$ cat src/hw/rtl/oce_pkg.sv
package oce_pkg;

    localparam int VAL_W   = 36;
    localparam int MAG_W   = 32;
    localparam int DIGIT_W = 4;
    localparam int Q_SHIFT = 30;

    localparam int DRAG_W   = 13;
    localparam int ZOOM_W   = 18;
    localparam int TARGET_W = 24;
    localparam int RAD_W    = 17;
    localparam int CFG_W    = 14;
    localparam int KIND_W   = 2;
    localparam int IN_W     = ((2 * DRAG_W + ZOOM_W + 3 * TARGET_W + 7) / 8) * 8;

    localparam int POLAR_EPS  = 10;
    localparam int RADIUS_MIN = 256;
    localparam int RADIUS_MAX = 128000;
    localparam int RADIUS_RST = 12800;
    localparam int WIDTH_RST  = 800;
    localparam int HEIGHT_RST = 600;

    localparam logic signed [VAL_W-1:0] SIN_COEF [6] = '{
        36'sd1686629713, -36'sd693598668, 36'sd85569306,
        -36'sd5026995, 36'sd172272, -36'sd3864
    };

    typedef enum logic [KIND_W-1:0] {
        KIND_ROTATE = 2'd0,
        KIND_ZOOM   = 2'd1,
        KIND_SET    = 2'd2
    } kind_t;

    typedef enum logic [0:0] {
        REG_WIDTH  = 1'b0,
        REG_HEIGHT = 1'b1
    } reg_idx_t;

endpackage

$ cat src/hw/rtl/oce_qmul.sv
module oce_qmul
(
    input  logic                               clk,
    input  logic                               rst_n,
    input  logic                               start,
    input  logic signed [oce_pkg::VAL_W-1:0]   a,
    input  logic signed [oce_pkg::VAL_W-1:0]   b,
    output logic signed [oce_pkg::VAL_W-1:0]   q,
    output logic                               done
);
    import oce_pkg::*;

    localparam int STEPS = MAG_W / DIGIT_W;
    localparam int CNT_W = $clog2(STEPS + 1);
    localparam int PROD_W = 2 * MAG_W;

    logic [MAG_W-1:0]   ma_reg, ma_next;
    logic [MAG_W-1:0]   mb_reg, mb_next;
    logic [PROD_W-1:0]  acc_reg, acc_next;
    logic               neg_reg, neg_next;
    logic [CNT_W-1:0]   cnt_reg, cnt_next;
    logic               busy_reg, busy_next;
    logic               done_reg, done_next;
    logic signed [VAL_W-1:0] a_abs, b_abs, mag_ext;
    logic [MAG_W+DIGIT_W-1:0] part;

    assign a_abs = a[VAL_W-1] ? -a : a;
    assign b_abs = b[VAL_W-1] ? -b : b;
    assign part = ma_reg * mb_reg[MAG_W-1 -: DIGIT_W];
    assign mag_ext = VAL_W'(acc_reg[PROD_W-1:Q_SHIFT]);
    assign q = neg_reg ? -mag_ext : mag_ext;
    assign done = done_reg;

    always_comb
    begin
        ma_next = ma_reg;
        mb_next = mb_reg;
        acc_next = acc_reg;
        neg_next = neg_reg;
        cnt_next = cnt_reg;
        busy_next = busy_reg;
        done_next = 1'b0;
        if (start)
        begin
            ma_next = a_abs[MAG_W-1:0];
            mb_next = b_abs[MAG_W-1:0];
            acc_next = '0;
            neg_next = a[VAL_W-1] ^ b[VAL_W-1];
            cnt_next = CNT_W'(STEPS);
            busy_next = 1'b1;
        end
        else if (busy_reg)
        begin
            acc_next = (acc_reg << DIGIT_W) + PROD_W'(part);
            mb_next = mb_reg << DIGIT_W;
            cnt_next = cnt_reg - 1'b1;
            if (cnt_reg == CNT_W'(1))
            begin
                busy_next = 1'b0;
                done_next = 1'b1;
            end
        end
    end

    always_ff @(posedge clk or negedge rst_n)
    begin
        if (!rst_n)
        begin
            busy_reg <= 1'b0;
            done_reg <= 1'b0;
            cnt_reg <= '0;
        end
        else
        begin
            busy_reg <= busy_next;
            done_reg <= done_next;
            cnt_reg <= cnt_next;
        end
    end

    always_ff @(posedge clk)
    begin
        ma_reg <= ma_next;
        mb_reg <= mb_next;
        acc_reg <= acc_next;
        neg_reg <= neg_next;
    end

endmodule

$ cat src/hw/rtl/orbit_camera_eye_update.sv
// Orbit camera unit: each request on the input stream (rotate by a drag, zoom, or set
// the look-at point, chosen by tuser) updates the camera and yields one result with the
// eye position and the new azimuth, polar angle and radius. One request is worked at a
// time. A rotate request first runs two restoring dividers side by side, which yield
// 13+ANGLE_BITS quotient bits each; every request then takes 32 products on one shared
// multiplier that consumes a 4-bit digit per cycle. A finished result waits in the output
// register while the next request is accepted. Viewport sizes are written over APB at byte
// addresses 0 and 4.
module orbit_camera_eye_update
#(
    parameter int ANGLE_BITS = 16,
    parameter int POS_BITS   = 24
)
(
    input  logic                          clk,
    input  logic                          rst_n,
    input  logic                          psel,
    input  logic                          penable,
    input  logic                          pwrite,
    input  logic [2:0]                    paddr,
    input  logic [31:0]                   pwdata,
    output logic [31:0]                   prdata,
    output logic                          pready,
    input  logic                          s_axis_tvalid,
    output logic                          s_axis_tready,
    // drag_x, drag_y, zoom_amount, target_x, target_y, target_z
    input  logic [oce_pkg::IN_W-1:0]      s_axis_tdata,
    // kind
    input  logic [oce_pkg::KIND_W-1:0]    s_axis_tuser,
    output logic                          m_axis_tvalid,
    input  logic                          m_axis_tready,
    // eye_x, eye_y, eye_z, azimuth, polar, distance
    output logic [((3*POS_BITS+2*ANGLE_BITS-1+oce_pkg::RAD_W+7)/8)*8-1:0] m_axis_tdata
);
    import oce_pkg::*;

    localparam int AB = ANGLE_BITS;
    localparam int OUT_W = ((3 * POS_BITS + 2 * AB - 1 + RAD_W + 7) / 8) * 8;
    localparam int DN = DRAG_W + AB;
    localparam int DCNT_W = $clog2(DN + 1);
    localparam int PW = DN + 2;
    localparam logic signed [PW-1:0] POL_LO = PW'(POLAR_EPS);
    localparam logic signed [PW-1:0] POL_HI = PW'((1 << (AB - 1)) - POLAR_EPS);
    localparam logic signed [VAL_W-1:0] POS_HI = VAL_W'((longint'(1) <<< (POS_BITS - 1)) - 1);
    localparam logic signed [VAL_W-1:0] POS_LO = -POS_HI - 1;
    localparam logic signed [VAL_W-1:0] ONE_Q = VAL_W'(longint'(1) <<< Q_SHIFT);

    typedef enum logic [5:0] {
        ST_IDLE   = 6'b000001,
        ST_DIV    = 6'b000010,
        ST_UPDATE = 6'b000100,
        ST_ISSUE  = 6'b001000,
        ST_WAIT   = 6'b010000,
        ST_OUT    = 6'b100000
    } state_t;

    state_t state_reg, state_next;

    logic [CFG_W-1:0] cfg_w_reg, cfg_h_reg;
    logic [AB-1:0] az_reg, az_next, pol_reg, pol_next;
    logic [RAD_W-1:0] rad_reg, rad_next;
    logic signed [TARGET_W-1:0] look_x_reg, look_y_reg, look_z_reg;

    logic [KIND_W-1:0] kind_reg;
    logic signed [ZOOM_W-1:0] zoom_reg;
    logic signed [TARGET_W-1:0] tx_reg, ty_reg, tz_reg;
    logic dx_neg_reg, dy_neg_reg;

    logic [DN-1:0] nx_reg, nx_next, ny_reg, ny_next;
    logic [CFG_W-1:0] rx_reg, rx_next, ry_reg, ry_next;
    logic [DCNT_W-1:0] dcnt_reg, dcnt_next;

    logic eye_phase_reg, eye_phase_next;
    logic [1:0] idx_reg, idx_next;
    logic [2:0] step_reg, step_next;
    logic signed [VAL_W-1:0] u2_reg, u2_next, p_reg, p_next, t_reg, t_next;
    logic signed [VAL_W-1:0] sin_reg [4];
    logic signed [VAL_W-1:0] sin_next;
    logic sin_we;
    logic signed [VAL_W-1:0] off_reg [3];
    logic signed [VAL_W-1:0] off_next;
    logic off_we;

    logic m_valid_reg, m_valid_next;
    logic [OUT_W-1:0] m_data_reg, m_data_next;

    logic mul_start;
    logic signed [VAL_W-1:0] mul_a, mul_b, mul_q;
    logic mul_done;

    logic accept, cfg_write;
    logic [CFG_W-1:0] wd, hd;
    logic [CFG_W:0] rx_sh, ry_sh;
    logic ge_x, ge_y;
    logic [DRAG_W-1:0] dx_abs, dy_abs;
    logic signed [DRAG_W-1:0] dx_in, dy_in;
    logic signed [DN:0] da_s, dp_s;
    logic signed [PW-1:0] pol_sum;
    logic signed [RAD_W+1:0] rad_sum;
    logic [AB-1:0] ang;
    logic [1:0] quad;
    logic signed [VAL_W-1:0] u_cur, p_clamp;
    logic signed [VAL_W-1:0] sum_x, sum_y, sum_z, eye_x, eye_y, eye_z;

    assign accept = s_axis_tvalid && s_axis_tready;
    assign s_axis_tready = (state_reg == ST_IDLE);
    assign m_axis_tvalid = m_valid_reg;
    assign m_axis_tdata = m_data_reg;
    assign pready = 1'b1;
    assign cfg_write = psel && penable && pwrite && (paddr[1:0] == 2'b00);
    assign prdata = (reg_idx_t'(paddr[2]) == REG_HEIGHT) ? 32'(cfg_h_reg) : 32'(cfg_w_reg);

    assign dx_in = s_axis_tdata[DRAG_W-1:0];
    assign dy_in = s_axis_tdata[2*DRAG_W-1:DRAG_W];
    assign dx_abs = dx_in[DRAG_W-1] ? DRAG_W'(-dx_in) : DRAG_W'(dx_in);
    assign dy_abs = dy_in[DRAG_W-1] ? DRAG_W'(-dy_in) : DRAG_W'(dy_in);

    assign wd = (cfg_w_reg == '0) ? CFG_W'(1) : cfg_w_reg;
    assign hd = (cfg_h_reg == '0) ? CFG_W'(1) : cfg_h_reg;
    assign rx_sh = {rx_reg, nx_reg[DN-1]};
    assign ry_sh = {ry_reg, ny_reg[DN-1]};
    assign ge_x = rx_sh >= {1'b0, wd};
    assign ge_y = ry_sh >= {1'b0, hd};

    assign da_s = dx_neg_reg ? -$signed({1'b0, nx_reg}) : $signed({1'b0, nx_reg});
    assign dp_s = dy_neg_reg ? -$signed({1'b0, ny_reg}) : $signed({1'b0, ny_reg});
    assign pol_sum = $signed(PW'(pol_reg)) + PW'(dp_s);
    assign rad_sum = $signed({2'b00, rad_reg}) + (RAD_W + 2)'(zoom_reg);

    always_comb
    begin
        case (idx_reg)
            2'd0: ang = pol_reg;
            2'd1: ang = pol_reg + AB'(1 << (AB - 2));
            2'd2: ang = az_reg;
            default: ang = az_reg + AB'(1 << (AB - 2));
        endcase
    end

    assign quad = ang[AB-1:AB-2];
    assign u_cur = quad[0] ? ONE_Q - VAL_W'({ang[AB-3:0], {(32 - AB){1'b0}}})
                           : VAL_W'({ang[AB-3:0], {(32 - AB){1'b0}}});
    assign p_clamp = (mul_q > ONE_Q) ? ONE_Q : ((mul_q < -ONE_Q) ? -ONE_Q : mul_q);

    always_comb
    begin
        mul_a = p_reg;
        mul_b = u2_reg;
        if (eye_phase_reg)
        begin
            case (idx_reg)
                2'd0:
                begin
                    mul_a = VAL_W'(rad_reg);
                    mul_b = sin_reg[0];
                end
                2'd1:
                begin
                    mul_a = t_reg;
                    mul_b = sin_reg[2];
                end
                2'd2:
                begin
                    mul_a = VAL_W'(rad_reg);
                    mul_b = sin_reg[1];
                end
                default:
                begin
                    mul_a = t_reg;
                    mul_b = sin_reg[3];
                end
            endcase
        end
        else if (step_reg == 3'd0)
        begin
            mul_a = u_cur;
            mul_b = u_cur;
        end
        else if (step_reg == 3'd6)
        begin
            mul_a = p_reg;
            mul_b = u_cur;
        end
    end

    assign mul_start = (state_reg == ST_ISSUE);

    oce_qmul u_qmul
    (
        .clk   (clk),
        .rst_n (rst_n),
        .start (mul_start),
        .a     (mul_a),
        .b     (mul_b),
        .q     (mul_q),
        .done  (mul_done)
    );

    assign sum_x = VAL_W'(look_x_reg) + off_reg[0];
    assign sum_y = VAL_W'(look_y_reg) + off_reg[1];
    assign sum_z = VAL_W'(look_z_reg) + off_reg[2];
    assign eye_x = (sum_x > POS_HI) ? POS_HI : ((sum_x < POS_LO) ? POS_LO : sum_x);
    assign eye_y = (sum_y > POS_HI) ? POS_HI : ((sum_y < POS_LO) ? POS_LO : sum_y);
    assign eye_z = (sum_z > POS_HI) ? POS_HI : ((sum_z < POS_LO) ? POS_LO : sum_z);

    always_comb
    begin
        state_next = state_reg;
        nx_next = nx_reg;
        ny_next = ny_reg;
        rx_next = rx_reg;
        ry_next = ry_reg;
        dcnt_next = dcnt_reg;
        az_next = az_reg;
        pol_next = pol_reg;
        rad_next = rad_reg;
        eye_phase_next = eye_phase_reg;
        idx_next = idx_reg;
        step_next = step_reg;
        u2_next = u2_reg;
        p_next = p_reg;
        t_next = t_reg;
        sin_next = p_clamp;
        sin_we = 1'b0;
        off_next = mul_q;
        off_we = 1'b0;
        m_valid_next = m_valid_reg && !m_axis_tready;
        m_data_next = m_data_reg;
        case (state_reg)
            ST_IDLE:
            begin
                if (accept)
                begin
                    nx_next = DN'({dx_abs, {AB{1'b0}}});
                    ny_next = DN'({dy_abs, {(AB - 1){1'b0}}});
                    rx_next = '0;
                    ry_next = '0;
                    dcnt_next = DCNT_W'(DN);
                    state_next = (kind_t'(s_axis_tuser) == KIND_ROTATE) ? ST_DIV : ST_UPDATE;
                end
            end
            ST_DIV:
            begin
                rx_next = ge_x ? CFG_W'(rx_sh - {1'b0, wd}) : CFG_W'(rx_sh);
                ry_next = ge_y ? CFG_W'(ry_sh - {1'b0, hd}) : CFG_W'(ry_sh);
                nx_next = {nx_reg[DN-2:0], ge_x};
                ny_next = {ny_reg[DN-2:0], ge_y};
                dcnt_next = dcnt_reg - 1'b1;
                if (dcnt_reg == DCNT_W'(1))
                begin
                    state_next = ST_UPDATE;
                end
            end
            ST_UPDATE:
            begin
                case (kind_t'(kind_reg))
                    KIND_ROTATE:
                    begin
                        az_next = az_reg + da_s[AB-1:0];
                        if (pol_sum < POL_LO)
                        begin
                            pol_next = AB'(POL_LO);
                        end
                        else if (pol_sum > POL_HI)
                        begin
                            pol_next = AB'(POL_HI);
                        end
                        else
                        begin
                            pol_next = AB'(pol_sum);
                        end
                    end
                    KIND_ZOOM:
                    begin
                        if (rad_sum < (RAD_W + 2)'(RADIUS_MIN))
                        begin
                            rad_next = RAD_W'(RADIUS_MIN);
                        end
                        else if (rad_sum > (RAD_W + 2)'(RADIUS_MAX))
                        begin
                            rad_next = RAD_W'(RADIUS_MAX);
                        end
                        else
                        begin
                            rad_next = RAD_W'(rad_sum);
                        end
                    end
                    default:
                    begin
                    end
                endcase
                eye_phase_next = 1'b0;
                idx_next = '0;
                step_next = '0;
                state_next = ST_ISSUE;
            end
            ST_ISSUE:
            begin
                state_next = ST_WAIT;
            end
            ST_WAIT:
            begin
                if (mul_done)
                begin
                    state_next = ST_ISSUE;
                    if (eye_phase_reg)
                    begin
                        if (idx_reg == 2'd0)
                        begin
                            t_next = mul_q;
                        end
                        else
                        begin
                            off_we = 1'b1;
                        end
                        idx_next = idx_reg + 1'b1;
                        if (idx_reg == 2'd3)
                        begin
                            state_next = ST_OUT;
                        end
                    end
                    else if (step_reg == 3'd0)
                    begin
                        u2_next = mul_q;
                        p_next = SIN_COEF[5];
                        step_next = step_reg + 1'b1;
                    end
                    else if (step_reg == 3'd6)
                    begin
                        sin_next = quad[1] ? -p_clamp : p_clamp;
                        sin_we = 1'b1;
                        step_next = '0;
                        idx_next = idx_reg + 1'b1;
                        if (idx_reg == 2'd3)
                        begin
                            eye_phase_next = 1'b1;
                        end
                    end
                    else
                    begin
                        p_next = SIN_COEF[3'd5 - step_reg] + mul_q;
                        step_next = step_reg + 1'b1;
                    end
                end
            end
            ST_OUT:
            begin
                if (!m_valid_reg || m_axis_tready)
                begin
                    m_valid_next = 1'b1;
                    m_data_next = OUT_W'({rad_reg, pol_reg[AB-2:0], az_reg,
                                          eye_z[POS_BITS-1:0], eye_y[POS_BITS-1:0],
                                          eye_x[POS_BITS-1:0]});
                    state_next = ST_IDLE;
                end
            end
            default:
            begin
                state_next = ST_IDLE;
            end
        endcase
    end

    always_ff @(posedge clk or negedge rst_n)
    begin
        if (!rst_n)
        begin
            state_reg <= ST_IDLE;
            cfg_w_reg <= CFG_W'(WIDTH_RST);
            cfg_h_reg <= CFG_W'(HEIGHT_RST);
            az_reg <= AB'(1 << (AB - 3));
            pol_reg <= AB'(1 << (AB - 3));
            rad_reg <= RAD_W'(RADIUS_RST);
            look_x_reg <= '0;
            look_y_reg <= '0;
            look_z_reg <= '0;
            m_valid_reg <= 1'b0;
            dcnt_reg <= '0;
            eye_phase_reg <= 1'b0;
            idx_reg <= '0;
            step_reg <= '0;
        end
        else
        begin
            state_reg <= state_next;
            if (cfg_write)
            begin
                if (reg_idx_t'(paddr[2]) == REG_HEIGHT)
                begin
                    cfg_h_reg <= pwdata[CFG_W-1:0];
                end
                else
                begin
                    cfg_w_reg <= pwdata[CFG_W-1:0];
                end
            end
            az_reg <= az_next;
            pol_reg <= pol_next;
            rad_reg <= rad_next;
            if (state_reg == ST_UPDATE && kind_t'(kind_reg) == KIND_SET)
            begin
                look_x_reg <= tx_reg;
                look_y_reg <= ty_reg;
                look_z_reg <= tz_reg;
            end
            m_valid_reg <= m_valid_next;
            dcnt_reg <= dcnt_next;
            eye_phase_reg <= eye_phase_next;
            idx_reg <= idx_next;
            step_reg <= step_next;
        end
    end

    always_ff @(posedge clk)
    begin
        if (accept)
        begin
            kind_reg <= s_axis_tuser;
            dx_neg_reg <= dx_in[DRAG_W-1];
            dy_neg_reg <= dy_in[DRAG_W-1];
            zoom_reg <= s_axis_tdata[2*DRAG_W+ZOOM_W-1:2*DRAG_W];
            tx_reg <= s_axis_tdata[2*DRAG_W+ZOOM_W+TARGET_W-1:2*DRAG_W+ZOOM_W];
            ty_reg <= s_axis_tdata[2*DRAG_W+ZOOM_W+2*TARGET_W-1:2*DRAG_W+ZOOM_W+TARGET_W];
            tz_reg <= s_axis_tdata[2*DRAG_W+ZOOM_W+3*TARGET_W-1:2*DRAG_W+ZOOM_W+2*TARGET_W];
        end
        nx_reg <= nx_next;
        ny_reg <= ny_next;
        rx_reg <= rx_next;
        ry_reg <= ry_next;
        u2_reg <= u2_next;
        p_reg <= p_next;
        t_reg <= t_next;
        if (sin_we)
        begin
            sin_reg[idx_reg] <= sin_next;
        end
        if (off_we)
        begin
            off_reg[2'(idx_reg - 1'b1)] <= off_next;
        end
        m_data_reg <= m_data_next;
    end

endmodule
$ cat config.mk
export PLATFORM = sky130hd
export DESIGN_NAME = orbit_camera_eye_update
export DESIGN_NICKNAME = d
export VERILOG_FILES = /design/src/hw/rtl/oce_pkg.sv /design/src/hw/rtl/oce_qmul.sv /design/src/hw/rtl/orbit_camera_eye_update.sv
export SDC_FILE = /design/constraint.sdc
export NUM_CORES = 2
export LEC_CHECK = 0
export ABC_AREA = 1
export BUFFER_PORTS_ARGS = -buffer_cell sky130_fd_sc_hd__buf_2
export CAP_MARGIN = 20
export CORE_UTILIZATION = 61
export DETAILED_ROUTE_END_ITERATION = 6
export GPL_ROUTABILITY_DRIVEN = 0
export HOLD_SLACK_MARGIN = 0.06
export PLACE_DENSITY = 0.84
export SYNTH_ARGS = -nofsm -noshare
export SYNTH_HDL_FRONTEND = slang
export SYNTH_SLANG_ARGS = --single-unit
$ cat constraint.sdc
create_clock -name clk -period 18.74 [get_ports clk]
set_input_delay 0.937 -clock clk [delete_from_list [all_inputs] [get_ports clk]]
set_output_delay 0.937 -clock clk [all_outputs]
set_load 0.01 [all_outputs]
==> impl_metrics.json <==
{
  "status": "finished, final reports clean",
  "clockBufferDepth": 3,
  "firstDrtPassIters": 6,
  "wl_met1_um": 61400,
  "vias": 50800,
  "path_cells": "buf_4, nand2_1, fa_1, inv_1, fa_1, fa_1, ha_1, nand3_1, nand3_1, inv_1, nor2_1, nor2_1, o21ai_0, inv_1, o211ai_1, a21oi_1, o21ai_0, nand2_1, nor2_1, nand2_1, xor2_1, o21bai_1, inv_1",
  "max_slew_margin": 0.246,
  "async_reset_ff_frac": 0.184,
  "fin_hold_ws_ns": 0.259,
  "finalCritPeriodShare": 0.307,
  "worstPathArrival_ns": 6.34,
  "cts_resized": 0,
  "clkSinkCount": 941,
  "synth_cell_types": 77,
  "dieArea_sq_mm": 0.0981,
  "p_leak_nw": 29.3,
  "fin_skew_ns": 0.0433,
  "grt_antenna_before_repair": 13,
  "utilization": 0.683,
  "synth_edf_count": 704,
  "regToRegSetupSlack_ns": 12.98,
  "viasPerCell": 6.01,
  "grt_max_degree": 107,
  "hold_path_class": "primary input to asynchronous set/reset pin",
  "setup_viol": 0,
  "layoutNonFillerInstCount": 8449,
  "routed_wl_um": 166000,
  "min_period_ns": 5.76,
  "avgSynthCellArea_sq_um": 8.66,
  "htreeDepth": 3,
  "clk_latency_ns": 0.70,
  "dominantRegCellSynth": "edfxtp_1",
  "maxCapViolations": 0,
  "rsz0062_at_grt": "false",
  "drive_above_1_share": 0.104,
  "seq_area_sq_mm": 0.0268,
  "met3WireLength_um": 17900,
  "track_usage": 0.334,
  "endpoint_kind": "flip-flop",
  "power_density_mw_per_mm2": 180,
  "cts-root-buf": "clkbuf_16",
  "place_hpwl_um": 118000,
  "place.port_buffers": 277,
  "coreArea_sq_mm": 0.0954,
  "syn_inst": 6825,
  "clock.fmax_mhz": 174,
  "criticalPathCategory": "flip-flop to flip-flop",
  "gr-total-overflow": 0,
  "num_io_pins": 319,
  "highest_layer": "met5",
  "cts_made_buffers": 100,
  "fp.dieW_um": 313,
  "slew_viol_final": 0,
  "ys_ff_latch": 941,
  "grt_pass1_vias": 48700,
  "rows": 113,
  "netlist_area_sq_mm": 0.0591,
  "power_mw": 11.7,
  "hold_viol_final": 0,
  "required_ns": 19.33,
  "dr.first_iter.drc_count": 6090,
  "clk_pin_slew_worst_paths_ns": 0.06,
  "dpl.cell_count": 8246,
  "irDropWorstVdd_mv": 0.136,
  "finalInstanceArea_sq_mm": 0.0652,
  "multi_input_area_sq_mm": 0.0281,
  "largest_reg_flops": 132,
  "cpPeakStageDelay_ns": 0.59,
  "met2_length_um": 76000,
  "finalSetupTns_ns": 0,
  "layout_setup_ws_ns": 12.98,
  "drc": 0,
  "pre_cts_slack_ns": 13.18,
  "yosysSeqAreaShare": 0.453,
  "cp-start-kind": "flip-flop",
  "grt_pass1_wl_um": 259000,
  "tightest_slew_ns": 1.13,
  "slowest_stage": "fa_1",
  "ys_warn_count": 0,
  "cp_max_fo": 32,
  "cts_hold_buf": 0,
  "n_fill_cell": 7085,
  "post_cts_buffers": 0,
  "cpMostUsedCell": "inv_1",
  "dpl-instance-area_sq_mm": 0.0616,
  "cts_tree": "done",
  "syn_to_final_growth_pct": 10.3,
  "antenna_left": 0,
  "routedWlPerCell_um": 19.7,
  "initial_core_util": 0.619,
  "final_net_count": 7635,
  "dieHeight_um": 313
}
-- layout by cell type (no fill, tap or decap), drive strengths merged, types with 22 or more instances in the layout --
| cell | synthesis | layout |
|---|---|---|
| nand2 | 1620 | 1620 |
| inv | 889 | 895 |
| edfxtp | 704 | 704 |
| nor2 | 629 | 629 |
| o21ai | 436 | 436 |
| a21oi | 403 | 403 |
| nand3 | 338 | 338 |
| buf | 95 | 335 |
| ha | 286 | 286 |
| xor2 | 210 | 210 |
| dfrtp | 160 | 160 |
| clkbuf | 100 | 125 |
| xnor2 | 114 | 114 |
| fa | 100 | 100 |
| nor3 | 85 | 85 |
| nand4 | 80 | 80 |
| mux2 | 72 | 72 |
| dfxtp | 64 | 64 |
| o211ai | 47 | 47 |
| a31oi | 45 | 45 |
| clkinv | 6 | 41 |
| or2 | 36 | 36 |
| o21bai | 30 | 30 |
| o21a | 28 | 28 |
| a21o | 25 | 25 |
| nand3b | 23 | 23 |
| nor4 | 23 | 23 |
| o221ai | 22 | 22 |
-- final timing paths --
check	depth (start not counted)	startpoint	to
setup / recovery	23	u_qmul.mb_reg[31]	u_qmul.acc_reg[62]
hold / removal	1	rst_n	u_qmul.cnt_reg[3]
setup reg to reg	23	u_qmul.mb_reg[31]	u_qmul.acc_reg[62]
hold reg to reg	1	tx_reg[19]	look_x_reg[19]
max in group asynchronous	3	rst_n	pol_reg[12]
min in group clk	1	s_axis_tdata[47]	tx_reg[3]
-- report_power, final --
part,internal (mW),switching (mW)
clock,1.23,0.876
combinational,2.12,4.25
sequential,2.85,0.384
-- cell families (layout without fill, tap and decap cells) --
group                    count (synthesis)  in the layout  share of synthesized area
multiplexers                            72             72                     0.0137
flip-flops                             941            941                      0.453
adder cells (fa/ha/maj)                386            386                     0.0944
buffers and inverters                 1090           1421                     0.0736
XOR/XNOR                               324            324                     0.0480
AND/OR/NAND/NOR                       2848           2848                      0.202
AO/OA/AOI/OAI                         1162           1162                      0.115
other                                    2             30                   0.000127
-- metal layers --
metal | vias to the layer above | global-route usage
met4 | 8 | 0.196
met3 | 637 | 0.0635
met2 | 2989 | 0.539
met5 | - | 0
li1 | 23400 | -
met1 | 23700 | 0.422
-- cell usage after synthesis, types with 10 or more instances --
| master | number | area [sq um] |
|---|---|---|
| nor2_2 | 30 | 188 |
| inv_1 | 871 | 3270 |
| o41ai_1 | 15 | 131 |
| o22ai_1 | 17 | 106 |
| nand4_1 | 80 | 500 |
| dfxtp_1 | 64 | 1280 |
| a31oi_1 | 44 | 275 |
| buf_4 | 31 | 233 |
| a21oi_1 | 400 | 2000 |
| a221oi_1 | 19 | 166 |
| nor3_1 | 81 | 405 |
| xnor2_1 | 114 | 998 |
| o21a_1 | 28 | 210 |
| nand3_1 | 333 | 1670 |
| a22oi_1 | 14 | 105 |
| fa_1 | 100 | 2000 |
| dfrtp_1 | 160 | 4000 |
| mux2_2 | 72 | 811 |
| nor2_1 | 590 | 2210 |
| ha_1 | 286 | 3580 |
| edfxtp_1 | 704 | 21100 |
| o21bai_1 | 30 | 225 |
| or2_2 | 26 | 163 |
| a211oi_1 | 10 | 75.1 |
| dfstp_2 | 13 | 342 |
| nand3b_1 | 23 | 173 |
| a21o_1 | 25 | 188 |
| buf_1 | 16 | 60.1 |
| buf_2 | 36 | 180 |
| o21ai_1 | 26 | 130 |
| nand2_2 | 16 | 100 |
| nand2_1 | 1602 | 6010 |
| o221ai_1 | 22 | 193 |
| nor4_1 | 20 | 125 |
| xor2_1 | 210 | 1840 |
| o211ai_1 | 47 | 353 |
| buf_6 | 12 | 135 |
| o21ai_0 | 408 | 2040 |
| clkbuf_1 | 100 | 375 |
| inv_2 | 15 | 56.3 |
-- cell type report --
cell class,instances,area share
well taps,1265,0.0243
inverters,895,0.0517
repair buffers,336,0.0285
flip-flops and latches,941,0.411
clock inverters,66,0.0114
diodes,11,0.000422
multi-input cells,4811,0.431
clock buffers,124,0.0423
-- worst max-delay path: cells and delay by family, from the launching register on --
family / cells / cell delay, ns
and+or+nand+nor: 8 / 0.96
AOI/OAI and AO/OA: 5 / 1.63
DFF: 1 / 0.32
adders and majority gates: 4 / 1.94
xor gates and xnor gates: 1 / 0.16
buffers and inverters: 5 / 0.60
Power figures use the tool's default switching activity.
